<file path="config.mk">
export PLATFORM = sky130hd
export DESIGN_NAME = lrc_timestamp_line_parser
export DESIGN_NICKNAME = d
export VERILOG_FILES = /design/src/design/lrc_ts_pkg.sv /design/src/design/lrc_ts_parser.sv /design/src/design/lrc_timestamp_line_parser.sv
export SDC_FILE = /design/constraint.sdc
export NUM_CORES = 1
export LEC_CHECK = 0
export BUFFER_PORTS_ARGS = -buffer_cell sky130_fd_sc_hd__buf_2
export CAP_MARGIN = 20
export CORE_ASPECT_RATIO = 0.6
export CORE_MARGIN = 2
export CORE_UTILIZATION = 47
export DETAILED_ROUTE_END_ITERATION = 7
export PLACE_DENSITY = 0.69
export SETUP_SLACK_MARGIN = 0.15
export SLEW_MARGIN = 20
export SYNTH_ARGS = -nofsm -noshare
export SYNTH_HDL_FRONTEND = slang
export SYNTH_SLANG_ARGS = --single-unit
</file>
<file path="constraint.sdc">
create_clock -name clk_i -period 6 [get_ports clk_i]
set_clock_uncertainty 0.2 [all_clocks]
set_input_delay 0.9 -clock clk_i [delete_from_list [all_inputs] [get_ports clk_i]]
set_output_delay 0.9 -clock clk_i [all_outputs]
set_load 0.05 [all_outputs]
</file>
<file path="src/design/lrc_ts_pkg.sv">
// Shared types, character codes and helpers for the lyric timestamp line parser.
package lrc_ts_pkg;

  // Line length limit and position width
  localparam int unsigned MaxLineBytes = 512;
  localparam int unsigned PosW         = $clog2(MaxLineBytes);
  localparam logic [PosW-1:0] PosLast  = PosW'(MaxLineBytes - 2);

  // Width of one numeric part and its saturation value
  localparam int unsigned PartW = 16;
  localparam logic [PartW-1:0] PartMax = '1;

  // Millisecond weights
  localparam logic [31:0] MsPerMin  = 32'd60000;
  localparam logic [31:0] MsPerSec  = 32'd1000;
  localparam logic [31:0] MsPerHund = 32'd10;

  // Character codes
  localparam logic [7:0] ChOpen  = 8'h5B;  // '['
  localparam logic [7:0] ChClose = 8'h5D;  // ']'
  localparam logic [7:0] ChColon = 8'h3A;  // ':'
  localparam logic [7:0] ChDot   = 8'h2E;  // '.'
  localparam logic [7:0] ChSpace = 8'h20;
  localparam logic [7:0] ChTab   = 8'h09;
  localparam logic [7:0] ChZero  = 8'h30;
  localparam logic [7:0] ChNine  = 8'h39;

  // Input beat
  typedef struct packed {
    logic [7:0] line_byte;
    logic       line_end;
  } lrc_ts_in_t;

  // Result beat
  typedef struct packed {
    logic [31:0]     stamp_ms;
    logic            has_stamp;
    logic            is_metadata;
    logic [PosW-1:0] text_start;
    logic [PosW-1:0] line_length;
  } lrc_ts_out_t;

  // Line summary from the parser, stamp still in parts
  typedef struct packed {
    logic [PartW-1:0] min_part;
    logic [PartW-1:0] sec_part;
    logic [PartW-1:0] hund_part;
    logic             has_stamp;
    logic             is_metadata;
    logic [PosW-1:0]  text_start;
    logic [PosW-1:0]  line_length;
  } lrc_ts_sum_t;

  // Append one decimal digit, saturating at PartMax
  function automatic logic [PartW-1:0] acc_digit(logic [PartW-1:0] acc, logic [3:0] d);
    logic [PartW+3:0] v;
    v = (PartW+4)'(acc) * (PartW+4)'(10) + (PartW+4)'(d);
    return (v > (PartW+4)'(PartMax)) ? PartMax : v[PartW-1:0];
  endfunction

endpackage

</file>
<file path="src/design/lrc_ts_parser.sv">
// Per-byte stamp grammar walker; emits a line summary on the last byte.
module lrc_ts_parser (
  input  logic                   clk_i,
  input  logic                   rst_ni,
  input  logic                   beat_i,
  input  lrc_ts_pkg::lrc_ts_in_t data_i,
  output logic                   sum_valid_o,
  output lrc_ts_pkg::lrc_ts_sum_t sum_o
);

  typedef enum logic [6:0] {
    PhBracket  = 7'b0000001,
    PhMinFirst = 7'b0000010,
    PhMin      = 7'b0000100,
    PhSec      = 7'b0001000,
    PhHund     = 7'b0010000,
    PhBlanks   = 7'b0100000,
    PhText     = 7'b1000000
  } lrc_ts_phase_e;

  localparam int unsigned PW = lrc_ts_pkg::PosW;
  localparam int unsigned AW = lrc_ts_pkg::PartW;

  lrc_ts_phase_e phase_q, phase_d;
  logic [AW-1:0] min_q, min_d, sec_q, sec_d, hund_q, hund_d;
  logic [AW-1:0] fmin_q, fmin_d, fsec_q, fsec_d, fhund_q, fhund_d;
  logic          seen_q, seen_d;
  logic [PW-1:0] pos_q, pos_d, att_q, att_d, toff_q, toff_d;
  logic          opens_q, opens_d;

  logic [7:0]    b;
  logic          digit, blank, last, fail, done;
  logic [3:0]    dval;
  logic [PW-1:0] pos_inc;
  logic [PW-1:0] end_toff;
  logic          end_opens;

  assign b       = data_i.line_byte;
  assign digit   = (b >= lrc_ts_pkg::ChZero) && (b <= lrc_ts_pkg::ChNine);
  assign blank   = (b == lrc_ts_pkg::ChSpace) || (b == lrc_ts_pkg::ChTab);
  assign dval    = digit ? b[3:0] : 4'd0;
  assign pos_inc = pos_q + PW'(1);
  // long lines close on their last allowed byte
  assign last    = data_i.line_end || (pos_q == lrc_ts_pkg::PosLast);

  // Grammar step
  always_comb begin
    phase_d = phase_q;
    min_d   = min_q;
    sec_d   = sec_q;
    hund_d  = hund_q;
    att_d   = att_q;
    toff_d  = toff_q;
    opens_d = opens_q;
    fail    = 1'b0;
    done    = 1'b0;
    case (phase_q)
      PhBracket: begin
        if (b == lrc_ts_pkg::ChOpen) begin
          min_d   = '0;
          sec_d   = '0;
          hund_d  = '0;
          phase_d = PhMinFirst;
        end else if (blank) begin
          toff_d  = pos_inc;
          phase_d = PhBlanks;
        end else begin
          toff_d  = pos_q;
          phase_d = PhText;
        end
      end
      PhMinFirst: begin
        if (digit) begin
          min_d   = AW'(dval);
          phase_d = PhMin;
        end else begin
          fail = 1'b1;
        end
      end
      PhMin: begin
        if (digit) min_d = lrc_ts_pkg::acc_digit(min_q, dval);
        else if (b == lrc_ts_pkg::ChColon) phase_d = PhSec;
        else fail = 1'b1;
      end
      PhSec: begin
        if (digit) sec_d = lrc_ts_pkg::acc_digit(sec_q, dval);
        else if (b == lrc_ts_pkg::ChDot || b == lrc_ts_pkg::ChColon) phase_d = PhHund;
        else if (b == lrc_ts_pkg::ChClose) done = 1'b1;
        else fail = 1'b1;
      end
      PhHund: begin
        if (digit) hund_d = lrc_ts_pkg::acc_digit(hund_q, dval);
        else if (b == lrc_ts_pkg::ChClose) done = 1'b1;
        else fail = 1'b1;
      end
      PhBlanks: begin
        if (blank) toff_d = pos_inc;
        else phase_d = PhText;
      end
      default: phase_d = PhText;
    endcase

    // failed attempt: text starts at its '['
    if (fail) begin
      toff_d  = att_q;
      opens_d = 1'b1;
      phase_d = PhText;
    end

    // closed stamp: keep only the first one
    fmin_d  = fmin_q;
    fsec_d  = fsec_q;
    fhund_d = fhund_q;
    seen_d  = seen_q;
    if (done) begin
      if (!seen_q) begin
        fmin_d  = min_q;
        fsec_d  = sec_q;
        fhund_d = hund_q;
      end
      seen_d  = 1'b1;
      att_d   = pos_inc;
      phase_d = PhBracket;
    end
    pos_d = pos_inc;
  end

  // Line-end fixups and summary
  always_comb begin
    end_toff  = toff_d;
    end_opens = opens_d;
    if (phase_d == PhBracket) begin
      end_toff  = att_d;
      end_opens = 1'b0;
    end else if (phase_d inside {PhMinFirst, PhMin, PhSec, PhHund}) begin
      end_toff  = att_d;
      end_opens = 1'b1;
    end
    sum_valid_o       = beat_i && last;
    sum_o.min_part    = seen_d ? fmin_d  : '0;
    sum_o.sec_part    = seen_d ? fsec_d  : '0;
    sum_o.hund_part   = seen_d ? fhund_d : '0;
    sum_o.has_stamp   = seen_d;
    sum_o.is_metadata = !seen_d && end_opens;
    sum_o.text_start  = end_toff;
    sum_o.line_length = pos_d;
  end

  // State registers; cleared at every line end
  always_ff @(posedge clk_i or negedge rst_ni) begin
    if (!rst_ni) begin
      phase_q <= PhBracket;
      min_q   <= '0;
      sec_q   <= '0;
      hund_q  <= '0;
      fmin_q  <= '0;
      fsec_q  <= '0;
      fhund_q <= '0;
      seen_q  <= 1'b0;
      pos_q   <= '0;
      att_q   <= '0;
      toff_q  <= '0;
      opens_q <= 1'b0;
    end else if (beat_i) begin
      if (last) begin
        phase_q <= PhBracket;
        min_q   <= '0;
        sec_q   <= '0;
        hund_q  <= '0;
        fmin_q  <= '0;
        fsec_q  <= '0;
        fhund_q <= '0;
        seen_q  <= 1'b0;
        pos_q   <= '0;
        att_q   <= '0;
        toff_q  <= '0;
        opens_q <= 1'b0;
      end else begin
        phase_q <= phase_d;
        min_q   <= min_d;
        sec_q   <= sec_d;
        hund_q  <= hund_d;
        fmin_q  <= fmin_d;
        fsec_q  <= fsec_d;
        fhund_q <= fhund_d;
        seen_q  <= seen_d;
        pos_q   <= pos_d;
        att_q   <= att_d;
        toff_q  <= toff_d;
        opens_q <= opens_d;
      end
    end
  end

endmodule

</file>
<file path="src/design/lrc_timestamp_line_parser.sv">
// Top level: lyric line timestamp parser with millisecond result pipeline.
//
// Input channel: one line byte per beat (in_data_i.line_byte), with
// in_data_i.line_end set on the last byte of a line. Bytes at offset 510
// close the line on their own, so a line holds at most 511 bytes.
// Output channel: one result beat per line, carrying the first stamp in
// milliseconds, the stamp and metadata flags, the text offset and the
// line length.
// Throughput: one byte per cycle while in_stall_o is low; every byte is
// parsed in the cycle it is accepted by a small state update.
// Pipeline: after its last byte is accepted, a result passes the line
// summary register, the register of the three constant products (minutes,
// seconds, hundredths) and the output register holding their sum.
// Stall: each of the three stages fills while the ones after it are held,
// so bytes keep flowing while a result waits; in_stall_o rises only when
// the summary stage is full and cannot move on.
// Reset: clears the parser to the start of a line and empties all stages.
module lrc_timestamp_line_parser (
  input  logic                    clk_i,
  input  logic                    rst_ni,
  input  logic                    in_valid_i,
  output logic                    in_stall_o,
  input  lrc_ts_pkg::lrc_ts_in_t  in_data_i,
  output logic                    out_valid_o,
  input  logic                    out_stall_i,
  output lrc_ts_pkg::lrc_ts_out_t out_data_o
);

  localparam int unsigned PW = lrc_ts_pkg::PosW;

  typedef struct packed {
    logic [31:0]   pm;
    logic [31:0]   ps;
    logic [31:0]   pc;
    logic          has_stamp;
    logic          is_metadata;
    logic [PW-1:0] text_start;
    logic [PW-1:0] line_length;
  } lrc_ts_prod_t;

  logic                    beat;
  logic                    sum_valid;
  lrc_ts_pkg::lrc_ts_sum_t sum;

  logic                    s1_valid_q, s2_valid_q, out_valid_q;
  lrc_ts_pkg::lrc_ts_sum_t s1_q;
  lrc_ts_prod_t            s2_q, s2_d;
  lrc_ts_pkg::lrc_ts_out_t out_q, out_d;
  logic                    s1_ready, s2_ready, out_ready;

  // Stage readiness
  assign out_ready  = !out_valid_q || !out_stall_i;
  assign s2_ready   = !s2_valid_q || out_ready;
  assign s1_ready   = !s1_valid_q || s2_ready;
  assign in_stall_o = !s1_ready;
  assign beat       = in_valid_i && s1_ready;

  lrc_ts_parser u_parser (
    .clk_i       (clk_i),
    .rst_ni      (rst_ni),
    .beat_i      (beat),
    .data_i      (in_data_i),
    .sum_valid_o (sum_valid),
    .sum_o       (sum)
  );

  // Constant products of the stamp parts
  always_comb begin
    s2_d.pm          = 32'(s1_q.min_part)  * lrc_ts_pkg::MsPerMin;
    s2_d.ps          = 32'(s1_q.sec_part)  * lrc_ts_pkg::MsPerSec;
    s2_d.pc          = 32'(s1_q.hund_part) * lrc_ts_pkg::MsPerHund;
    s2_d.has_stamp   = s1_q.has_stamp;
    s2_d.is_metadata = s1_q.is_metadata;
    s2_d.text_start  = s1_q.text_start;
    s2_d.line_length = s1_q.line_length;
  end

  // Final sum
  always_comb begin
    out_d.stamp_ms    = s2_q.pm + s2_q.ps + s2_q.pc;
    out_d.has_stamp   = s2_q.has_stamp;
    out_d.is_metadata = s2_q.is_metadata;
    out_d.text_start  = s2_q.text_start;
    out_d.line_length = s2_q.line_length;
  end

  // Valid bits
  always_ff @(posedge clk_i or negedge rst_ni) begin
    if (!rst_ni) begin
      s1_valid_q  <= 1'b0;
      s2_valid_q  <= 1'b0;
      out_valid_q <= 1'b0;
    end else begin
      if (s1_ready)  s1_valid_q  <= sum_valid;
      if (s2_ready)  s2_valid_q  <= s1_valid_q;
      if (out_ready) out_valid_q <= s2_valid_q;
    end
  end

  // Payload registers
  always_ff @(posedge clk_i) begin
    if (s1_ready && sum_valid) s1_q  <= sum;
    if (s2_ready && s1_valid_q) s2_q <= s2_d;
    if (out_ready && s2_valid_q) out_q <= out_d;
  end

  assign out_valid_o = out_valid_q;
  assign out_data_o  = out_q;

endmodule

</file>
==> metrics.md, run 1 <==
| Metric | Value |
|---|---|
| Power, Total | `roughly 8400 µW` |
| Starting DRT DRC Count | `around 1.4k` |
| Async SR Flop Fraction | `0.394` |
| Worst-path clk slew | `0.06 ns` |
| I/O pin count | `67` |
| Crit Path Class | `flip-flop to flip-flop` |
| CTS max path bufs | `3` |
| Largest net degree at the start of global routing | `84` |
| Syn_nets | `2604` |
| Post-Synthesis Cells | `approximately 2.2k` |
| Sequential area share after synthesis | `0.397` |
| Final Hold Viols | `0` |
| Routed wire per std cell | `between 15 and 20 µm` |
| Fraction of power spent switching nets | `0.348` |
| Die H | `around 180 µm` |
| Cell taking the most area after synthesis | `edfxtp_1` |
| Total GRT Usage | `0.204` |
| Worst hold path class | `primary input to asynchronous set/reset pin` |
| Max Fclk | `0.179 GHz` |
| Tightest Pin Transition | `between 0.9 and 1 ns` |
| Share of cells above drive strength 1 | `0.0838` |
| I/O Buffers | `65` |
| Worst vdd ir | `between 0.15 and 0.2 mV` |
| Pre-antenna DRT Iters | `6` |
| Final cycle utilization of the critical path | `0.933` |
| Synth Warn # | `0` |
| Synthesized flop and latch total | `between 300 and 400` |
| Synth top area share | `0.258` |
| Final setup viols | `0` |
| GR Util met2 | `0.286` |
| Crit path required time | `just over 6 ns` |
| First-pass GRT wire length | `between 80000 and 90000 µm` |
| Worst skew pair latency | `between 0.5 and 0.6 ns` |
| Die W | `a little under 300 µm` |
| Met3 Use GR | `0.0319` |
| DRC viols | `0` |
| Via Count | `roughly 17k` |
| GR Util met1 | `0.330` |
| Critical Path Source Type | `flip-flop` |
| Endpoint type of the worst setup path | `flip-flop` |
| Area contributors post-synth | `edfxtp_1 (26%), ha_1 (15%), dfrtp_1 (14%)` |
| CTS Sinks | `343` |
| Clock share of power | `0.271` |
| GP Congestion | `slightly below 0.9` |
| Clock buffer count from CTS | `36` |
| Logic pwr share | `0.364` |
| Final wirelength | `54400 µm` |
| Layout fillers | `roughly 4.4k` |
| Initial antenna violation count | `3` |
| Top FF cell, synth | `edfxtp_1` |
| Area growth, synth to finish | `9.84%` |
| Post-DP HPWL | `~40000 µm` |
| Cell Rows | `between 60 and 70` |
| Placeable core region | `between 50000 and 60000 µm²` |
| Psw | `between 2000 and 3000 µW` |
| Max transition margin | `0.344` |
| R2R cell count | `15` |
| RSZ-0062 raised after global routing | `false` |
| Diodes inserted | `0` |
| Status | `complete, no violations` |
| Final TNS setup | `0 ns` |
| Worst EP arrival | `between 5 and 6 ns` |
| Synth Cell Area | `roughly 24000 µm²` |
| Pwr Density | `314 nW/µm²` |
| Starting Density | `0.476` |
| CTS hold repair buffers | `0` |
| Final #Nets | `between 2k and 3k` |
| EDFF count, synth | `around 210` |
| Routed Antenna Nets | `0` |
| Sequential share of power | `0.365` |
| Gr busiest metal | `met1` |
| Crit path max fanout | `5` |
| Vias/cell | `roughly 5.8` |
| Final-report max-slew violation count | `0` |
| Avg Synthesized Cell Area | `~11 µm²` |
| Crit path time final | `approximately 5.6 ns` |
| Synth cell types | `90` |
| Htree depth | `2` |
| CTS tree | `yes` |
| Leak | `0.0117 µW` |
| Max-cap violations | `0` |
| Hold Slack | `0.191 ns` |
| Die area | `between 50000 and 60000 µm²` |
| Total global routing overflow | `0` |
| Number of global-route vias before repair | `about 17k` |
| Cell-internal power | `between 5000 and 6000 µW` |
| Root buf cell | `clkbuf_16` |
==> power groups by stage <==
stage	Clock [µW]	Sequential (µW)	Combinational [µW]
after floorplan	0	3330	2060
after global placement	0	3090	2920
after detailed placement	0	3100	2980
after CTS	2310	3050	3010
after global routing	2410	3070	3400
final	2270	3050	3040
==> per-stage QoR <==
| step | cells | instance area [µm²] | util | setup WS (ns) |
|---|---|---|---|---|
| after floorplan | 2172 | 24200 | - | 0.530 |
| after global placement | 2885 | 25400 | 0.498 | 0.209 |
| after detailed placement | 2885 | 25400 | 0.498 | 0.128 |
| after CTS | 2958 | 26600 | 0.522 | 0.182 |
| after global routing | 2959 | 26600 | 0.523 | 0.134 |
| final | 2959 | 26600 | 0.523 | 0.401 |
==> cell type report <==
class / instances / area, µm² / share of cell area
inverter: 118 / 443 / 0.0166
clock buffer: 46 / 960 / 0.0360
timing repair buffer: 91 / 527 / 0.0198
clock inverter: 20 / 216 / 0.00813
sequential: 343 / 9630 / 0.361
tap: 693 / 867 / 0.0326
multi-input combinational: 1648 / 14000 / 0.525
==> per-layer routing <==
metal | up-vias | share of wire
met2 | 494 | 0.41
met1 | 8382 | 0.50
met4 | 2 | 0.016
li1 | 8075 | -
met5 | - | 0.00015
met3 | 74 | 0.071
==> sequential cells by signal, indices dropped and copies added (netlist names), 7 cells and up <==
signal            count
u_parser.fhund_q     16
u_parser.fmin_q      16
u_parser.fsec_q      16
u_parser.phase_q      7
u_parser.hund_q      16
s2_q                 69
out_data_o           51
u_parser.sec_q       16
out_d                20
u_parser.min_q       16
u_parser.att_q        9
u_parser.toff_q       9
u_parser.pos_q        9
s1_q                 68
==> worst paths after layout <==
check | start | endpoint | slack, ns
max | s1_q[58] | s2_q[114] | 0.40
min | rst_ni | u_parser.hund_q[14] | 0.19
max reg2reg | s1_q[58] | s2_q[114] | 0.40
min reg2reg | out_d[9] | out_data_o[9] | 0.22
max in group asynchronous | rst_ni | u_parser.min_q[7] | 4.10
min in group clk_i | out_d[9] | out_data_o[9] | 0.22
==> Yosys cell counts (5+ instances only) <==
master / number
o21ai_1: 5
nor2_1: 97
or2_2: 9
o21ai_0: 130
buf_2: 9
o31a_1: 5
nor3_1: 34
o21bai_1: 13
a21boi_0: 7
a21oi_1: 86
xnor2_1: 102
clkbuf_1: 47
xor2_1: 48
a211oi_1: 11
a221o_1: 18
nor2b_1: 12
a31oi_1: 13
and3_1: 14
ha_1: 284
a22oi_1: 29
fa_1: 135
inv_1: 116
nand3b_1: 5
o21a_1: 17
mux2i_1: 18
and3b_1: 6
and2_1: 12
dfrtp_1: 134
a22o_1: 50
nand2_1: 228
edfxtp_1: 208
or3_1: 13
nand3_1: 43
o31ai_1: 19
o211ai_1: 12
a2111oi_0: 7
nor4_1: 12
nand2b_1: 17
a21o_1: 31
nand4_1: 11
nand4b_1: 5
==> cells by family (layout without fill, tap and decap cells) <==
logic type | Yosys count | after routing | synth area share
and+or+nand+nor | 548 | 548 | 0.109
AOI/OAI and AO/OA | 507 | 507 | 0.143
adders and majority gates | 422 | 422 | 0.259
DFF | 343 | 343 | 0.397
buffers and inverters | 181 | 275 | 0.0289
xor gates and xnor gates | 150 | 150 | 0.0542
muxes | 20 | 20 | 0.00836
other | 1 | 1 | 0.000155
==> cell usage in the layout, fill, tap and decap left out, drive strengths merged, types with 10 or more instances in the layout <==
cell type    n
a31oi       14
o31ai       20
a21oi       88
a221o       18
ha         284
nand4       11
edfxtp     208
o21bai      13
nor2        97
a22oi       29
mux2i       18
a2111oi     10
a211oi      12
o211ai      12
fa         135
nor4        13
clkbuf      46
and2        13
nand2b      17
a22o        50
o21a        17
dfrtp      134
inv        121
nor3        36
xor2        48
buf         91
a21o        31
nand2      230
xnor2      102
clkinv      12
nor2b       12
o21ai      135
nand3       43
or3         13
and3        14
==> worst max-delay path, cell delays in order, from the launching register on <==
cell and delay, ns:
edfxtp_1 0.48, fa_1 0.60, fa_1 0.44, fa_1 0.54
fa_1 0.45, fa_1 0.49, ha_1 0.38, a21o_1 0.18
a21o_1 0.17, a21o_1 0.20, a21oi_2 0.24, o21ai_1 0.19
a2111oi_2 0.39, o21bai_1 0.13, a21oi_1 0.18, xnor2_1 0.08
==> repair_timing <==
item / CTS / global route
setup buffers: 7 / 1
pin swaps: 0 / 1
gates resized for setup: 0 / 9
setup endpoints to repair: 1 / 4
No activity file was read; power rests on OpenSTA's default activity.
==> run 2, diff against run 1 <==
Settings changed: RECOVER_POWER set to 50, SYNTH_HIERARCHICAL set to 1.
==> run 2 against run 1 <==
Cell area rose by 2.9%. First-iteration DRC count rose by 22%. Global-route usage rose by 0.73 points. Critical path depth rose by 2. Sequential power rose by 2%. Worst hold slack improved by 0.028 ns. The run now ends with max-capacitance violations, max-slew violations left. Clock power rose by 7%.
==> metrics.md, run 2 <==
| Metric | Value |
|---|---|
| Worst vdd ir | `0.323 mV (was 0.181 mV)` |
| Final core occ | `0.521 (was 0.523)` |
| Largest register FFs | `69 (unchanged)` |
| CP cell instances | `inv_1, fa_1, inv_1, fa_1, fa_1, inv_1, fa_1, fa_1, inv_1, ha_1, a21o_1, a21o_1, a21oi_1, nor2_1, a211oi_1, o31ai_1, xor2_1 (was fa_1, fa_1, fa_1, fa_1, fa_1, ha_1, a21o_1, a21o_1, a21o_1, a21oi_2, o21ai_1, a2111oi_2, o21bai_1, a21oi_1, xnor2_1)` |
| Synthesized flop and latch total | `343 (unchanged)` |
| Final wirelength | `56700 µm (was 54400 µm)` |
| Routed wire per std cell | `18.2 µm (was 18.4 µm)` |
| Total global routing overflow | `0 (unchanged)` |
| Clock buffer count from CTS | `37 (was 36)` |
| Pwr Density | `330 nW/µm² (was 314 nW/µm²)` |
| Status | `finished with violations (was complete, no violations)` |
| Worst skew pair latency | `0.56 ns (was 0.54 ns)` |
| Synth cell types | `104 (was 90)` |
| CTS hold repair buffers | `0 (unchanged)` |
| Crit Path Class | `flip-flop to flip-flop (unchanged)` |
| Final TNS setup | `0 ns (unchanged)` |
| Placeable core region | `52600 µm² (was 50900 µm²)` |
| Synthesized-area fraction occupied by xor and xnor cells | `0.0521 (was 0.0542)` |
| Leak | `0.0122 µW (was 0.0117 µW)` |
| Final Hold Viols | `0 (unchanged)` |
| Async SR Flop Fraction | `0.394 (unchanged)` |
| Mux contribution to synthesized area | `0.00520 (was 0.00836)` |
| Post-Synthesis Cells | `2315 (was 2172)` |
| Worst hold path class | `flip-flop to flip-flop (was primary input to asynchronous set/reset pin)` |
| Most common cell after layout, fill and taps aside | `ha_1 (unchanged)` |
| Final-report max-slew violation count | `244 (was 0)` |
| Met3 WL | `4130 µm (was 3870 µm)` |
| Synth top area share | `0.249 (was 0.258)` |
| Worst-path clk slew | `0.06 ns (about the same)` |
| Max Fclk | `0.184 GHz (was 0.179 GHz)` |
| Final #Nets | `2809 (was 2670)` |
| Crit path max fanout | `6 (was 5)` |
| Worst path max stage delay | `0.56 ns (was 0.60 ns)` |
| Worst path slowest cell | `edfxtp_1 (was fa_1)` |
| Synth Area in Simple Gates | `0.104 (was 0.109)` |
| Avg Synthesized Cell Area | `10.8 µm² (was 11.2 µm²)` |
| Area growth, synth to finish | `9.37% (was 9.84%)` |
| Initial antenna violation count | `0 (was 3)` |
| Tightest Pin Transition | `3.98 ns (was 0.977 ns)` |
| Met2 routed WL | `23000 µm (was 22300 µm)` |
| CTS tree | `yes (unchanged)` |
| Largest Register | `s2_q (unchanged)` |
| Max transition margin | `-1.65 (was 0.344)` |
| Die W | `302 µm (was 297 µm)` |
| I/O pin count | `67 (unchanged)` |
| Routed Antenna Nets | `0 (unchanged)` |
| Syn_nets | `2747 (was 2604)` |
| CP dominant cell by count | `fa_1 (unchanged)` |
| Max-cap violations | `4 (was 0)` |
| Diodes inserted | `0 (unchanged)` |
| Via Count | `18.0k (was 17.0k)` |
| Layout fillers | `4542 (was 4435)` |
| Synth Warn # | `6 (was 0)` |
| Starting DRT DRC Count | `1660 (was 1363)` |
| Critical Path Source Type | `flip-flop (unchanged)` |
| Synth Cell Area | `25000 µm² (was 24200 µm²)` |
| Final setup viols | `0 (unchanged)` |
| Top Layer Used | `met4 (was met5)` |
| I/O Buffers | `65 (unchanged)` |
| Postcts setup bufs | `0 (was 7)` |
| Wl on met1 | `28600 µm (was 27300 µm)` |
| Power, Total | `9040 µW (was 8350 µW)` |
| Post-DP HPWL | `43100 µm (was 41100 µm)` |
| Synth Area in Compound Gates | `0.163 (was 0.143)` |
| Pre-antenna DRT Iters | `8 (was 6)` |
| Crit path required time | `6.09 ns (was 6.08 ns)` |
| Total GRT Usage | `0.212 (was 0.204)` |
| Cell taking the most area after synthesis | `edfxtp_1 (unchanged)` |
| CTS Sinks | `343 (unchanged)` |
| First-pass GRT wire length | `94100 µm (was 89200 µm)` |
| Starting Density | `0.476 (about the same)` |
| Number of global-route vias before repair | `17.9k (was 16.6k)` |
| CTS max path bufs | `3 (unchanged)` |
| Final cycle utilization of the critical path | `0.906 (was 0.933)` |
| Endpoint type of the worst setup path | `flip-flop (unchanged)` |
| Count leader, synth | `ha_1 (unchanged)` |
| Commonest cells post-synth | `ha_1 (284), nand2_1 (228), edfxtp_1 (208) (unchanged)` |
| Htree depth | `2 (unchanged)` |
| EDFF count, synth | `208 (unchanged)` |
| Vias/cell | `5.79 (was 5.75)` |
| Die area | `55200 µm² (was 53500 µm²)` |
| Largest net degree at the start of global routing | `100 (was 84)` |
| Root buf cell | `clkbuf_16 (unchanged)` |
| DRC viols | `0 (unchanged)` |
| CTS-repair resized insts | `0 (unchanged)` |
| Crit path time final | `5.44 ns (was 5.60 ns)` |
| Share of cells above drive strength 1 | `0.0636 (was 0.0838)` |
| Top FF cell, synth | `edfxtp_1 (unchanged)` |
| RSZ-0062 raised after global routing | `false (unchanged)` |
| Post-synthesis adder-cell area fraction | `0.250 (was 0.259)` |
| Commonest non-fill, non-tap cells in the layout | `ha_1 (284), nand2_1 (227), edfxtp_1 (208) (was ha_1 (284), nand2_1 (228), edfxtp_1 (208))` |
| Combinational family with the most area after synthesis | `adder cells (unchanged)` |
| Worst EP arrival | `5.53 ns (was 5.67 ns)` |
| Worst path bufs/invs | `4 (was 0)` |
| Area contributors post-synth | `edfxtp_1 (25%), ha_1 (14%), dfrtp_1 (13%) (was edfxtp_1 (26%), ha_1 (15%), dfrtp_1 (14%))` |
| Sequential area share after synthesis | `0.384 (was 0.397)` |
| Failing checks | `max-capacitance violations, max-slew violations` |
| GP Congestion | `0.912 (was 0.888)` |
| Crit-path leading delay family | `adder cells (unchanged)` |
| Cell Rows | `65 (was 64)` |
| Die H | `183 µm (was 180 µm)` |
run 2: final cells by class:
| class | instances | area (µm²) | share of cell area |
|---|---|---|---|
| Clock buffer | 43 | 980 | 0.0358 |
| Clock inverter | 25 | 327 | 0.0119 |
| Inverter | 207 | 777 | 0.0284 |
| Multi-Input combinational cell | 1704 | 14400 | 0.526 |
| Sequential cell | 343 | 9630 | 0.351 |
| Tap cell | 703 | 880 | 0.0321 |
| Timing Repair Buffer | 84 | 390 | 0.0143 |
run 2: metrics by stage:
step                      cell area (µm²)  instances  hold slack, ns  worst slack [ns]
after global routing                27400       3109           0.230             0.187
after CTS                           27500       3109           0.218             0.542
after global placement              26200       3041           0.203             0.695
after detailed placement            26200       3041           0.205             0.531
final                               27400       3109           0.218             0.562
after floorplan                     25000       2315           0.200             0.651
run 2: kinds of logic after synthesis:
group,Yosys count
multiplexers,13
XOR/XNOR,149
AO/OA/AOI/OAI,585
adder cells (fa/ha/maj),420
buffers and inverters,268
other,1
flip-flops,343
AND/OR/NAND/NOR,536
run 2: path summary, 6_finish.rpt:
| path | startpoint | to | slack, ns | cells after the start |
|---|---|---|---|---|
| worst max-delay path | s1_q[58] | s2_q[111] | 0.56 | 17 |
| worst min-delay path | out_d[11] | out_data_o[11] | 0.22 | 0 |
| worst max register to register | s1_q[58] | s2_q[111] | 0.56 | 17 |
| worst min register to register | out_d[11] | out_data_o[11] | 0.22 | 0 |
| max in group asynchronous | rst_ni | u_parser/fsec_q[4] | 1.76 | 2 |
| min in group asynchronous | rst_ni | u_parser/min_q[7] | 0.93 | 1 |
run 2: per-layer routing:
layer | up-vias | global-route usage
li1 | 8504 | -
met1 | 8827 | 0.330
met2 | 593 | 0.305
met3 | 66 | 0.0400
met4 | 0 | 0.0430
met5 | - | 0
run 2: power breakdown:
part           total [µW]  leakage [µW]  switching, µW  internal, µW
sequential           3100       0.00385            147          2950
combinational        3500       0.00769           2180          1320
clock                2440      0.000630           1020          1420
